$ cat config.mk
export PLATFORM = sky130hd
export DESIGN_NAME = lru_record_cache_flat
export DESIGN_NICKNAME = d
export VERILOG_FILES = /design/src/lrc_pkg.sv /design/src/lrc_rec_if.sv /design/src/lrc_res_if.sv /design/src/lrc_cfg_if.sv /design/src/lru_record_cache.sv /design/src/lrc_rec_store.sv /design/src/lrc_rank_store.sv /design/src/lrc_seq.sv /design/src/flat_wrapper.sv
export SDC_FILE = /design/constraint.sdc
export NUM_CORES = 2
export LEC_CHECK = 0
export BUFFER_PORTS_ARGS = -buffer_cell sky130_fd_sc_hd__buf_4
export CAP_MARGIN = 20
export CORE_MARGIN = 5
export CORE_UTILIZATION = 30
export CTS_CLUSTER_SIZE = 24
export DETAILED_ROUTE_END_ITERATION = 8
export GPL_TIMING_DRIVEN = 0
export SYNTH_ARGS = -nofsm -noshare
export SYNTH_HDL_FRONTEND = slang
export SYNTH_SLANG_ARGS = --single-unit
export TNS_END_PERCENT = 20
$ cat constraint.sdc
create_clock -name clk -period 16.55 [get_ports clk]
set_input_delay 0.8275 -clock clk [delete_from_list [all_inputs] [get_ports clk]]
set_output_delay 0.8275 -clock clk [all_outputs]
set_load 0.01 [all_outputs]
$ cat src/lrc_pkg.sv
`timescale 1ns / 1ps
package lrc_pkg;

	localparam int KEY_W  = 37;
	localparam int DATE_W = 27;
	localparam int TAG_W  = 64;
	localparam int SIZE_W = 5;
	localparam int RANK_OUT_W = 4;

	localparam logic [SIZE_W-1:0] SIZE_RESET = 5'd16;

	typedef struct packed {
		logic [KEY_W-1:0]  key;
		logic [DATE_W-1:0] date;
		logic [TAG_W-1:0]  tag;
	} rec_t;

	typedef struct packed {
		logic                  hit;
		logic [RANK_OUT_W-1:0] hit_rank;
		logic [DATE_W-1:0]     stored_birth_date;
		logic [TAG_W-1:0]      stored_tag;
		logic                  evicted;
		logic [KEY_W-1:0]      evicted_key;
	} result_t;

endpackage

$ cat src/lrc_rec_if.sv
`timescale 1ns / 1ps
interface lrc_rec_if;
	logic                         valid;
	logic                         ready;
	logic [lrc_pkg::KEY_W-1:0]    key;
	logic [lrc_pkg::DATE_W-1:0]   birth_date;
	logic [lrc_pkg::TAG_W-1:0]    record_tag;

	modport source (output valid, output key, output birth_date, output record_tag,
		input ready);
	modport sink (input valid, input key, input birth_date, input record_tag,
		output ready);
endinterface

$ cat src/lrc_res_if.sv
`timescale 1ns / 1ps
interface lrc_res_if;
	logic                            valid;
	logic                            ready;
	logic                            hit;
	logic [lrc_pkg::RANK_OUT_W-1:0]  hit_rank;
	logic [lrc_pkg::DATE_W-1:0]      stored_birth_date;
	logic [lrc_pkg::TAG_W-1:0]       stored_tag;
	logic                            evicted;
	logic [lrc_pkg::KEY_W-1:0]       evicted_key;

	modport source (output valid, output hit, output hit_rank, output stored_birth_date,
		output stored_tag, output evicted, output evicted_key, input ready);
	modport sink (input valid, input hit, input hit_rank, input stored_birth_date,
		input stored_tag, input evicted, input evicted_key, output ready);
endinterface

$ cat src/lrc_cfg_if.sv
`timescale 1ns / 1ps
interface lrc_cfg_if;
	logic                          valid;
	logic                          ready;
	logic [lrc_pkg::SIZE_W-1:0]    data;

	modport source (output valid, output data, input ready);
	modport sink (input valid, input data, output ready);
endinterface

$ cat src/lru_record_cache.sv
`timescale 1ns / 1ps
// Channel  | Modport | Payload                                        | Role
// ---------+---------+------------------------------------------------+------------------------
// rec_in   | sink    | key, birth_date, record_tag                    | lookup/insert request
// res_out  | source  | hit, hit_rank, stored_birth_date, stored_tag,  | one result per request
//          |         | evicted, evicted_key                           |
// cfg      | sink    | data (cache_size)                              | size register write
//
// A miss with n > 0 occupied entries walks the sequencer through a scan of all n entries
// (registered RAM reads, one entry per cycle), one plan step, an aging pass on the rank
// RAM, one write-back and one hand-off. A hit at slot k ends the scan there; an empty
// cache skips the scan. rec_in.ready is high only while idle, so idle follows each hand-off.
// The hand-off stalls while the output register holds a result not yet taken.
// Reset clears occupancy, sets cache_size to 16; only occupied RAM entries are read.
module lru_record_cache #(
	parameter int CAPACITY = 16
) (
	input  logic       clk,
	input  logic       arst_n,
	lrc_rec_if.sink    rec_in,
	lrc_res_if.source  res_out,
	lrc_cfg_if.sink    cfg
);
	localparam int AW = $clog2(CAPACITY);

	logic [lrc_pkg::SIZE_W-1:0] size_q;

	logic             start;
	lrc_pkg::rec_t    start_rec;
	logic             busy;
	logic             seq_res_valid;
	logic             seq_res_ready;
	lrc_pkg::result_t seq_res;

	logic             out_v_q;
	lrc_pkg::result_t out_q;

	logic             rec_we;
	logic [AW-1:0]    rec_waddr;
	lrc_pkg::rec_t    rec_wdata;
	logic [AW-1:0]    rec_raddr;
	lrc_pkg::rec_t    rec_rdata;
	logic             rk_we;
	logic [AW-1:0]    rk_waddr;
	logic [AW-1:0]    rk_wdata;
	logic [AW-1:0]    rk_raddr;
	logic [AW-1:0]    rk_rdata;

	// size register: always writable; the user must write it only while idle, not enforced here
	assign cfg.ready = 1'b1;

	always_ff @(posedge clk or negedge arst_n) begin
		if (!arst_n) begin
			size_q <= lrc_pkg::SIZE_RESET;
		end else if (cfg.valid) begin
			size_q <= cfg.data;
		end
	end

	// request side
	assign rec_in.ready  = !busy;
	assign start         = rec_in.valid && !busy;
	assign start_rec.key  = rec_in.key;
	assign start_rec.date = rec_in.birth_date;
	assign start_rec.tag  = rec_in.record_tag;

	lrc_seq #(
		.CAPACITY(CAPACITY)
	) u_seq (
		.clk        (clk),
		.arst_n     (arst_n),
		.start      (start),
		.start_rec  (start_rec),
		.cache_size (size_q),
		.busy       (busy),
		.res_valid  (seq_res_valid),
		.res_ready  (seq_res_ready),
		.res        (seq_res),
		.rec_we     (rec_we),
		.rec_waddr  (rec_waddr),
		.rec_wdata  (rec_wdata),
		.rec_raddr  (rec_raddr),
		.rec_rdata  (rec_rdata),
		.rk_we      (rk_we),
		.rk_waddr   (rk_waddr),
		.rk_wdata   (rk_wdata),
		.rk_raddr   (rk_raddr),
		.rk_rdata   (rk_rdata)
	);

	lrc_rec_store #(
		.CAPACITY(CAPACITY)
	) u_rec_store (
		.clk   (clk),
		.we    (rec_we),
		.waddr (rec_waddr),
		.wdata (rec_wdata),
		.raddr (rec_raddr),
		.rdata (rec_rdata)
	);

	lrc_rank_store #(
		.CAPACITY(CAPACITY)
	) u_rank_store (
		.clk   (clk),
		.we    (rk_we),
		.waddr (rk_waddr),
		.wdata (rk_wdata),
		.raddr (rk_raddr),
		.rdata (rk_rdata)
	);

	// output register: takes a new result when empty or being drained
	assign seq_res_ready = !out_v_q || res_out.ready;

	always_ff @(posedge clk or negedge arst_n) begin
		if (!arst_n) begin
			out_v_q <= 1'b0;
		end else if (seq_res_ready) begin
			out_v_q <= seq_res_valid;
		end
	end

	always_ff @(posedge clk) begin
		if (seq_res_valid && seq_res_ready) begin
			out_q <= seq_res;
		end
	end

	assign res_out.valid             = out_v_q;
	assign res_out.hit               = out_q.hit;
	assign res_out.hit_rank          = out_q.hit_rank;
	assign res_out.stored_birth_date = out_q.stored_birth_date;
	assign res_out.stored_tag        = out_q.stored_tag;
	assign res_out.evicted           = out_q.evicted;
	assign res_out.evicted_key       = out_q.evicted_key;

	// a taken request closes the request side in the next cycle
	a_busy_after_start: assert property (@(posedge clk) disable iff (!arst_n)
		start |=> !rec_in.ready)
		else $error("request side open right after a request was taken");

	// a finished result never coexists with an open request side
	a_done_not_ready: assert property (@(posedge clk) disable iff (!arst_n)
		seq_res_valid |-> !rec_in.ready)
		else $error("request side open while a result is pending");

	// a handed-over result shows up on the output channel
	a_result_lands: assert property (@(posedge clk) disable iff (!arst_n)
		seq_res_valid && seq_res_ready |=> res_out.valid)
		else $error("result lost between sequencer and output register");

	// a hit never reports an eviction
	a_hit_no_evict: assert property (@(posedge clk) disable iff (!arst_n)
		res_out.valid |-> !(res_out.hit && res_out.evicted))
		else $error("hit and eviction reported together");
endmodule

$ cat src/lrc_rec_store.sv
`timescale 1ns / 1ps
// Record RAM: one write port, one registered read port.
module lrc_rec_store #(
	parameter int CAPACITY = 16
) (
	input  logic                        clk,
	input  logic                        we,
	input  logic [$clog2(CAPACITY)-1:0] waddr,
	input  lrc_pkg::rec_t               wdata,
	input  logic [$clog2(CAPACITY)-1:0] raddr,
	output lrc_pkg::rec_t               rdata
);
	lrc_pkg::rec_t mem [CAPACITY];

	always_ff @(posedge clk) begin
		if (we) begin
			mem[waddr] <= wdata;
		end
		rdata <= mem[raddr];
	end
endmodule

$ cat src/lrc_rank_store.sv
`timescale 1ns / 1ps
// Recency rank RAM: one write port, one registered read port.
module lrc_rank_store #(
	parameter int CAPACITY = 16
) (
	input  logic                        clk,
	input  logic                        we,
	input  logic [$clog2(CAPACITY)-1:0] waddr,
	input  logic [$clog2(CAPACITY)-1:0] wdata,
	input  logic [$clog2(CAPACITY)-1:0] raddr,
	output logic [$clog2(CAPACITY)-1:0] rdata
);
	logic [$clog2(CAPACITY)-1:0] mem [CAPACITY];

	always_ff @(posedge clk) begin
		if (we) begin
			mem[waddr] <= wdata;
		end
		rdata <= mem[raddr];
	end
endmodule

$ cat src/lrc_seq.sv
`timescale 1ns / 1ps
// Sequencer: scan pass (key compare + oldest search), aging pass, write-back.
module lrc_seq #(
	parameter int CAPACITY = 16
) (
	input  logic                          clk,
	input  logic                          arst_n,
	input  logic                          start,
	input  lrc_pkg::rec_t                 start_rec,
	input  logic [lrc_pkg::SIZE_W-1:0]    cache_size,
	output logic                          busy,
	output logic                          res_valid,
	input  logic                          res_ready,
	output lrc_pkg::result_t              res,
	output logic                          rec_we,
	output logic [$clog2(CAPACITY)-1:0]   rec_waddr,
	output lrc_pkg::rec_t                 rec_wdata,
	output logic [$clog2(CAPACITY)-1:0]   rec_raddr,
	input  lrc_pkg::rec_t                 rec_rdata,
	output logic                          rk_we,
	output logic [$clog2(CAPACITY)-1:0]   rk_waddr,
	output logic [$clog2(CAPACITY)-1:0]   rk_wdata,
	output logic [$clog2(CAPACITY)-1:0]   rk_raddr,
	input  logic [$clog2(CAPACITY)-1:0]   rk_rdata
);
	localparam int AW = $clog2(CAPACITY);
	localparam int CW = $clog2(CAPACITY + 1);
	localparam int SW = (CW > lrc_pkg::SIZE_W) ? CW : lrc_pkg::SIZE_W;
	localparam int EW = (AW > lrc_pkg::RANK_OUT_W) ? AW : lrc_pkg::RANK_OUT_W;

	typedef enum logic [2:0] {
		S_IDLE,
		S_SCAN,
		S_PLAN,
		S_AGE,
		S_WRITE,
		S_DONE
	} state_t;

	state_t          state_q;
	logic [CW-1:0]   occ_q;
	logic [CW-1:0]   iss_q;
	logic            v_s1;
	logic            wv_s1;
	logic            hit_q;
	logic            evict_q;
	logic            grow_q;
	logic            age_all_q;

	lrc_pkg::rec_t   in_q;
	logic [AW-1:0]   idx_s1;
	logic [AW-1:0]   widx_s1;
	logic [AW-1:0]   hrank_q;
	logic [AW-1:0]   hslot_q;
	logic [AW-1:0]   max_q;
	logic [AW-1:0]   mslot_q;
	logic [AW-1:0]   limit_q;
	logic [AW-1:0]   target_q;
	logic [lrc_pkg::DATE_W-1:0] sdate_q;
	logic [lrc_pkg::TAG_W-1:0]  stag_q;
	logic [lrc_pkg::KEY_W-1:0]  ekey_q;

	logic [SW-1:0]   cfg_ext;
	logic [SW-1:0]   size_eff;
	logic            full;
	logic [AW-1:0]   last_idx;
	logic            issue;
	logic            match;
	logic            scan_end;
	logic [EW-1:0]   hr_ext;

	// effective size: 0 acts as 1, above capacity clamps
	assign cfg_ext  = SW'(cache_size);
	assign size_eff = (cfg_ext == '0) ? SW'(1) :
		(cfg_ext > SW'(CAPACITY)) ? SW'(CAPACITY) : cfg_ext;
	assign full     = SW'(occ_q) >= size_eff;
	assign last_idx = AW'(occ_q - CW'(1));
	assign issue    = iss_q < occ_q;
	assign match    = v_s1 && (rec_rdata.key == in_q.key);
	assign scan_end = v_s1 && (match || idx_s1 == last_idx);

	assign rec_raddr = iss_q[AW-1:0];
	assign rk_raddr  = iss_q[AW-1:0];

	always_comb begin
		rk_we    = 1'b0;
		rk_waddr = widx_s1;
		rk_wdata = rk_rdata + AW'(1);
		if (state_q == S_AGE) begin
			rk_we = wv_s1 && (age_all_q || rk_rdata < limit_q);
		end else if (state_q == S_WRITE) begin
			rk_we    = 1'b1;
			rk_waddr = target_q;
			rk_wdata = '0;
		end
	end

	assign rec_we    = (state_q == S_WRITE) && !hit_q;
	assign rec_waddr = target_q;
	assign rec_wdata = in_q;

	assign busy      = state_q != S_IDLE;
	assign res_valid = state_q == S_DONE;
	assign hr_ext    = EW'(hrank_q);

	always_comb begin
		res.hit               = hit_q;
		res.hit_rank          = hit_q ? hr_ext[lrc_pkg::RANK_OUT_W-1:0] : '0;
		res.stored_birth_date = hit_q ? sdate_q : '0;
		res.stored_tag        = hit_q ? stag_q : '0;
		res.evicted           = evict_q;
		res.evicted_key       = evict_q ? ekey_q : '0;
	end

	always_ff @(posedge clk or negedge arst_n) begin
		if (!arst_n) begin
			state_q   <= S_IDLE;
			occ_q     <= '0;
			iss_q     <= '0;
			v_s1      <= 1'b0;
			wv_s1     <= 1'b0;
			hit_q     <= 1'b0;
			evict_q   <= 1'b0;
			grow_q    <= 1'b0;
			age_all_q <= 1'b0;
		end else begin
			unique case (state_q)
				S_IDLE: begin
					if (start) begin
						iss_q   <= '0;
						v_s1    <= 1'b0;
						hit_q   <= 1'b0;
						evict_q <= 1'b0;
						state_q <= (occ_q == '0) ? S_PLAN : S_SCAN;
					end
				end
				S_SCAN: begin
					v_s1 <= issue;
					if (issue) begin
						iss_q <= iss_q + CW'(1);
					end
					if (match) begin
						hit_q <= 1'b1;
					end
					if (scan_end) begin
						state_q <= S_PLAN;
					end
				end
				S_PLAN: begin
					iss_q     <= '0;
					v_s1      <= 1'b0;
					wv_s1     <= 1'b0;
					age_all_q <= !hit_q && !full;
					grow_q    <= !hit_q && !full;
					evict_q   <= !hit_q && full;
					state_q   <= S_AGE;
				end
				S_AGE: begin
					wv_s1 <= issue;
					if (issue) begin
						iss_q <= iss_q + CW'(1);
					end
					if (!issue && !wv_s1) begin
						state_q <= S_WRITE;
					end
				end
				S_WRITE: begin
					if (grow_q) begin
						occ_q <= occ_q + CW'(1);
					end
					state_q <= S_DONE;
				end
				S_DONE: begin
					if (res_ready) begin
						state_q <= S_IDLE;
					end
				end
				default: begin
					state_q <= S_IDLE;
				end
			endcase
		end
	end

	// datapath registers
	always_ff @(posedge clk) begin
		if (state_q == S_IDLE && start) begin
			in_q    <= start_rec;
			max_q   <= '0;
			mslot_q <= '0;
		end
		if (state_q == S_SCAN) begin
			idx_s1 <= iss_q[AW-1:0];
			if (v_s1 && rk_rdata >= max_q) begin
				max_q   <= rk_rdata;
				mslot_q <= idx_s1;
				ekey_q  <= rec_rdata.key;
			end
			if (match) begin
				hrank_q <= rk_rdata;
				hslot_q <= idx_s1;
				sdate_q <= rec_rdata.date;
				stag_q  <= rec_rdata.tag;
			end
		end
		if (state_q == S_PLAN) begin
			if (hit_q) begin
				limit_q  <= hrank_q;
				target_q <= hslot_q;
			end else if (full) begin
				limit_q  <= max_q;
				target_q <= mslot_q;
			end else begin
				limit_q  <= '0;
				target_q <= occ_q[AW-1:0];
			end
		end
		if (state_q == S_AGE) begin
			widx_s1 <= iss_q[AW-1:0];
		end
	end
endmodule

$ cat src/flat_wrapper.sv
// flat-port wrapper written by rule: the top's interface ports become plain ports
module lru_record_cache_flat 
#(
	parameter int CAPACITY = 16
)
  (clk, arst_n, rec_in_valid, rec_in_key, rec_in_birth_date, rec_in_record_tag, rec_in_ready, res_out_valid, res_out_hit, res_out_hit_rank, res_out_stored_birth_date, res_out_stored_tag, res_out_evicted, res_out_evicted_key, res_out_ready, cfg_valid, cfg_data, cfg_ready);
  lrc_rec_if rec_in_i ();
  lrc_res_if res_out_i ();
  lrc_cfg_if cfg_i ();
  input  logic clk;
  input  logic arst_n;
  input wire logic [$bits(rec_in_i.valid)-1:0] rec_in_valid;
  input wire logic [$bits(rec_in_i.key)-1:0] rec_in_key;
  input wire logic [$bits(rec_in_i.birth_date)-1:0] rec_in_birth_date;
  input wire logic [$bits(rec_in_i.record_tag)-1:0] rec_in_record_tag;
  output wire logic [$bits(rec_in_i.ready)-1:0] rec_in_ready;
  output wire logic [$bits(res_out_i.valid)-1:0] res_out_valid;
  output wire logic [$bits(res_out_i.hit)-1:0] res_out_hit;
  output wire logic [$bits(res_out_i.hit_rank)-1:0] res_out_hit_rank;
  output wire logic [$bits(res_out_i.stored_birth_date)-1:0] res_out_stored_birth_date;
  output wire logic [$bits(res_out_i.stored_tag)-1:0] res_out_stored_tag;
  output wire logic [$bits(res_out_i.evicted)-1:0] res_out_evicted;
  output wire logic [$bits(res_out_i.evicted_key)-1:0] res_out_evicted_key;
  input wire logic [$bits(res_out_i.ready)-1:0] res_out_ready;
  input wire logic [$bits(cfg_i.valid)-1:0] cfg_valid;
  input wire logic [$bits(cfg_i.data)-1:0] cfg_data;
  output wire logic [$bits(cfg_i.ready)-1:0] cfg_ready;
  assign rec_in_i.valid = rec_in_valid;
  assign rec_in_i.key = rec_in_key;
  assign rec_in_i.birth_date = rec_in_birth_date;
  assign rec_in_i.record_tag = rec_in_record_tag;
  assign rec_in_ready = rec_in_i.ready;
  assign res_out_valid = res_out_i.valid;
  assign res_out_hit = res_out_i.hit;
  assign res_out_hit_rank = res_out_i.hit_rank;
  assign res_out_stored_birth_date = res_out_i.stored_birth_date;
  assign res_out_stored_tag = res_out_i.stored_tag;
  assign res_out_evicted = res_out_i.evicted;
  assign res_out_evicted_key = res_out_i.evicted_key;
  assign res_out_i.ready = res_out_ready;
  assign cfg_i.valid = cfg_valid;
  assign cfg_i.data = cfg_data;
  assign cfg_ready = cfg_i.ready;
  lru_record_cache #(.CAPACITY(CAPACITY)) u_core (.clk(clk), .arst_n(arst_n), .rec_in(rec_in_i), .res_out(res_out_i), .cfg(cfg_i));
endmodule
==> qor.log <==
qor: outcome.result_of_the_run complete, no violations
qor: critical_path.regToRegStartpoint u_core.u_seq.rec_wdata[94]
qor: sta.finalHoldViolations 0
qor: yosys.synth-async-reset-ratio 0.892%
qor: pwr.p_seq_share 50.6%
qor: yosys.synth.yosys.warnings 0
qor: sta.drv_slew 0
qor: place.hpwlAfterDp 168 mm
qor: critical_path.critPathMaxStageDelay 0.78 ns
qor: yosys.post_synth_xor_area_fraction 0.465%
qor: yosys.combinational_family_with_the_most_area_after_synthesis multiplexers
qor: clocking.tritoncts built
qor: sta.grt_setup_unrepaired no
qor: yosys.cell_area_after_synthesis 0.0979 sq mm
qor: sta.timing.slew.headroom 19.5%
qor: finish.final_cell_mix sky130_fd_sc_hd__edfxtp_1 (2526), sky130_fd_sc_hd__mux4_2 (660), sky130_fd_sc_hd__buf_4 (338)
qor: finish.multiInputGateArea 0.0178 sq mm
qor: route.post_drt_wl_per_cell 27.7 microns
qor: grt.grt_max_degree 70
qor: floorplan.fp.dieArea 0.338 sq mm
qor: floorplan.die_h 581 microns
qor: clocking.number_of_buffers_on_the_longest_clock_path 4
qor: finish.final-instance-count-excl-fill 9233
qor: grt.overflow 0
qor: sta.final-setup-viol-count 0
qor: place.gpl.final_weighted_congestion 0.761
qor: yosys.muxShareOfSynthArea 15.4%
qor: place.pre_cts_ws 11.25 ns
qor: yosys.synth-adder-area-share 0.268%
qor: clocking.clk_transition_reported_paths 0.07 ns
qor: route.post_drt_via_cell_ratio 4.85
qor: finish.fillers 29226
qor: route.drt.antenna.violating_nets 0
qor: floorplan.design.core.area 0.325 sq mm
qor: clocking.cts_root_buffer sky130_fd_sc_hd__clkbuf_16
qor: sta.timing.final.crit_period 5.16 ns
qor: critical_path.worst_ep_required_time 17.12 ns
qor: critical_path.cp_max_fo 17
qor: floorplan.initial_core_util 30.2%
qor: pwr.p_clk_share 35.1%
qor: pwr.p_sw 0.00415 W
qor: route.drc 0
qor: yosys.synth_simple_gate_area_share 1.49%
qor: clocking.clock-sinks 2690
qor: yosys.synthesis.instances 3963
qor: route.drt_pre_antenna_iters 7
qor: clocking.clock_latency_on_the_worst_skew_pair 0.90 ns
qor: yosys.synth.yosys.seq_area_share 80.9%
qor: floorplan.top_level_ports 275
qor: yosys.postSynth.topFlopCell sky130_fd_sc_hd__edfxtp_1
qor: yosys.synth.net_count 4122
qor: job.timing.max_cap.violations 0
qor: critical_path.crit_path_frequent_cell sky130_fd_sc_hd__buf_4
qor: pwr.cell_internal_pwr 0.0126 W
qor: critical_path.path_class flop to flop
qor: sta.layout_worst_path_cycle_share 31.2%
qor: yosys.compound_gate_fraction_of_synth_area 0.383%
qor: pwr.cellLeakagePower 36.8 nW
qor: floorplan.dieWidth 581 microns
qor: finish.layout-drive-gt1-share 33.0%
qor: pwr.ir_drop 0.105 mV
qor: pwr.power.density_cell_area 143 mW/mm^2
qor: grt.grtUsageTotal 14.8%
qor: yosys.synth.ff_latch_count 2690
qor: critical_path.worstSetupStartpoint u_core.u_seq.rec_wdata[94]
qor: critical_path.worst_setup_path_start_kind flop
qor: critical_path.cpMaxStageDelayCell sky130_fd_sc_hd__nor4_2
qor: critical_path.critPathArrivalTime 5.73 ns
qor: finish.most_common_library_cell_in_the_layout_ignoring_fill_and_taps sky130_fd_sc_hd__edfxtp_1
qor: yosys.synthesis.area_per_instance 24.7 sq um
qor: grt.grt_first_pass_wirelength 359 mm
qor: finish.nets 4857
qor: finish.area_delta_synth_final 19.8%
qor: worst_hold_path.timing.hold.worst.class input pin to flop
qor: sta.max_freq 0.194 GHz
qor: finish.register_area 0.0793 sq mm
qor: place.dpl.cell_count 8767
qor: critical_path.path_delay_family buffers and inverters
qor: grt.first_global_vias 45684
qor: sta.worstMarginPinSlew 1.21 ns
qor: critical_path.crit_path_cell_trace xor2_1 > nor4_1 > nand4_1 > nor4_2 > buf_4 > buf_4 > buf_4 > buf_4 > buf_4 > buf_4 > buf_4 > buf_6 > buf_4 > buf_4
qor: yosys.synth.distinct_cells 44
qor: pwr.switching_fraction_of_total_power 24.8%
qor: critical_path.endpoint_kind flop
qor: critical_path.timing.critical_path.buf_inv 10
qor: sta.clock-skew-final 0.0665 ns
qor: worst_hold_path.holdCritStartpoint rec_in_birth_date[19]
qor: route.postRouteWirelength 256 mm
qor: floorplan.placement_rows 209
qor: yosys.synth_enable_flop_cells 2526
qor: place.place.port_buffers 273
qor: sta.setup_slack 11.39 ns
qor: clocking.cts.htree.levels 4
qor: route.detailedRoute.firstIterationViolations 5584
qor: clocking.number_of_buffers_created_by_cts 248
qor: route.routed-via-count 44810
qor: grt.grt_antenna_before_repair 17
qor: clocking.cts_resized 0
qor: pwr.combinationalPowerShare 14.3%
flip-flops by register name (all words and copies together), names as in the netlist, 5 cells and up:
register	count
u_core.u_rec_store.mem	2048
u_core.u_rec_store.rdata	128
u_core.u_seq.rec_wdata	128
u_core.res_out.stored_tag	64
u_core.u_rank_store.mem	64
u_core.u_seq.stag_q	64
u_core.res_out.evicted_key	37
u_core.u_seq.ekey_q	37
u_core.res_out.stored_birth_date	27
u_core.u_seq.sdate_q	27
u_core.size_q	5
u_core.u_seq.iss_q	5
u_core.u_seq.occ_q	5
worst reg2reg max path, stage by stage, from the launching register on:
cell and delay (ns):
sky130_fd_sc_hd__edfxtp_1 0.70, sky130_fd_sc_hd__xor2_1 0.26, sky130_fd_sc_hd__nor4_1 0.61, sky130_fd_sc_hd__nand4_1 0.40
sky130_fd_sc_hd__nor4_2 0.78, sky130_fd_sc_hd__buf_4 0.32, sky130_fd_sc_hd__buf_4 0.20, sky130_fd_sc_hd__buf_4 0.21
sky130_fd_sc_hd__buf_4 0.23, sky130_fd_sc_hd__buf_4 0.19, sky130_fd_sc_hd__buf_4 0.18, sky130_fd_sc_hd__buf_4 0.21
sky130_fd_sc_hd__buf_6 0.16, sky130_fd_sc_hd__buf_4 0.18, sky130_fd_sc_hd__buf_4 0.19
path summary, 6_finish.rpt:
check / end / slack [ns] / cells after the start
worst max-delay path: u_core.u_seq.sdate_q[4] / 11.39 / 14
worst min-delay path: u_core.u_seq.rec_wdata[83] / 0.11 / 1
worst max register to register: u_core.u_seq.sdate_q[4] / 11.39 / 14
worst min register to register: u_core.u_seq.stag_q[19] / 0.40 / 0
max in group asynchronous: u_core.size_q[4] / 15.84 / 2
min in group asynchronous: u_core.res_out.valid / 0.41 / 2
through the flow:
| step | utilization (%) | hold WS [ns] | total power [W] | cell area [sq um] | setup TNS [ns] |
|---|---|---|---|---|---|
| final | 36.2 | 0.111 | 0.0167 | 117000 | 0 |
| after global routing | 36.2 | 0.0473 | 0.0174 | 117000 | 0 |
| after CTS | 36.1 | 0.0278 | 0.0169 | 117000 | 0 |
| after detailed placement | 33.6 | 0.389 | 0.0110 | 109000 | 0 |
| after global placement | 32.5 | 0.385 | 0.0110 | 105000 | -4899.05 |
| after floorplan | - | 0.386 | 0.0100 | 97900 | 0 |
logic make-up after synthesis:
family | Yosys count
AOI/OAI and AO/OA | 57
xor gates and xnor gates | 52
adders and majority gates | 21
buffers and inverters | 199
DFF | 2690
muxes | 680
other | 1
and+or+nand+nor | 263
power groups by stage:
stage,combinational (W),sequential (W),clock (W)
2_1_floorplan,0.00160,0.00844,0
3_3_place_gp,0.00235,0.00865,0
3_5_place_dp,0.00243,0.00860,0
4_1_cts,0.00244,0.00846,0.00598
5_1_grt,0.00256,0.00851,0.00628
6_report,0.00240,0.00846,0.00587
area by class of cell:
class,instances,area share [%]
antenna,4,0.00853
clock buffer,331,5.80
inverter,27,0.0928
tap,4325,4.61
multi-input combinational,1074,15.1
sequential,2690,67.6
timing repair buffer,485,4.72
buffer,172,0.800
clock inverter,125,1.27
layer usage:
layer	wire [microns]	global-route usage, %
met1	109000	21.2
met2	123000	24.0
met5	13	0
met3	18600	2.51
met4	4570	2.79
cells in the mapped netlist (6+ instances only):
master	count	share of area (%)
sky130_fd_sc_hd__ha_1	21	0.27
sky130_fd_sc_hd__inv_1	27	0.10
sky130_fd_sc_hd__dfxtp_1	140	2.9
sky130_fd_sc_hd__a21o_1	13	0.10
sky130_fd_sc_hd__mux2_2	13	0.15
sky130_fd_sc_hd__or3_1	9	0.057
sky130_fd_sc_hd__nand2b_1	12	0.077
sky130_fd_sc_hd__mux2i_1	6	0.061
sky130_fd_sc_hd__buf_6	16	0.18
sky130_fd_sc_hd__and2_1	133	0.85
sky130_fd_sc_hd__nor3_1	13	0.066
sky130_fd_sc_hd__nor4_1	10	0.064
sky130_fd_sc_hd__edfxtp_1	2526	77
sky130_fd_sc_hd__nand2_1	34	0.13
sky130_fd_sc_hd__dfrtp_1	23	0.59
sky130_fd_sc_hd__xor2_1	37	0.33
sky130_fd_sc_hd__mux4_2	660	15
sky130_fd_sc_hd__clkbuf_1	81	0.31
sky130_fd_sc_hd__buf_1	21	0.080
sky130_fd_sc_hd__nor2_1	30	0.11
sky130_fd_sc_hd__nand3_1	11	0.056
sky130_fd_sc_hd__buf_2	15	0.077
sky130_fd_sc_hd__buf_4	39	0.30
sky130_fd_sc_hd__xnor2_1	15	0.13
sky130_fd_sc_hd__o22ai_1	17	0.11
sky130_fd_sc_hd__a21oi_1	7	0.036
what timing repair did:
item / 4_1_cts / 5_1_grt
endpoints found under the hold margin: 23 / 0
buffers inserted: 0 / 0
hold buffers: 1 / 0
Power figures use the tool's default switching activity.
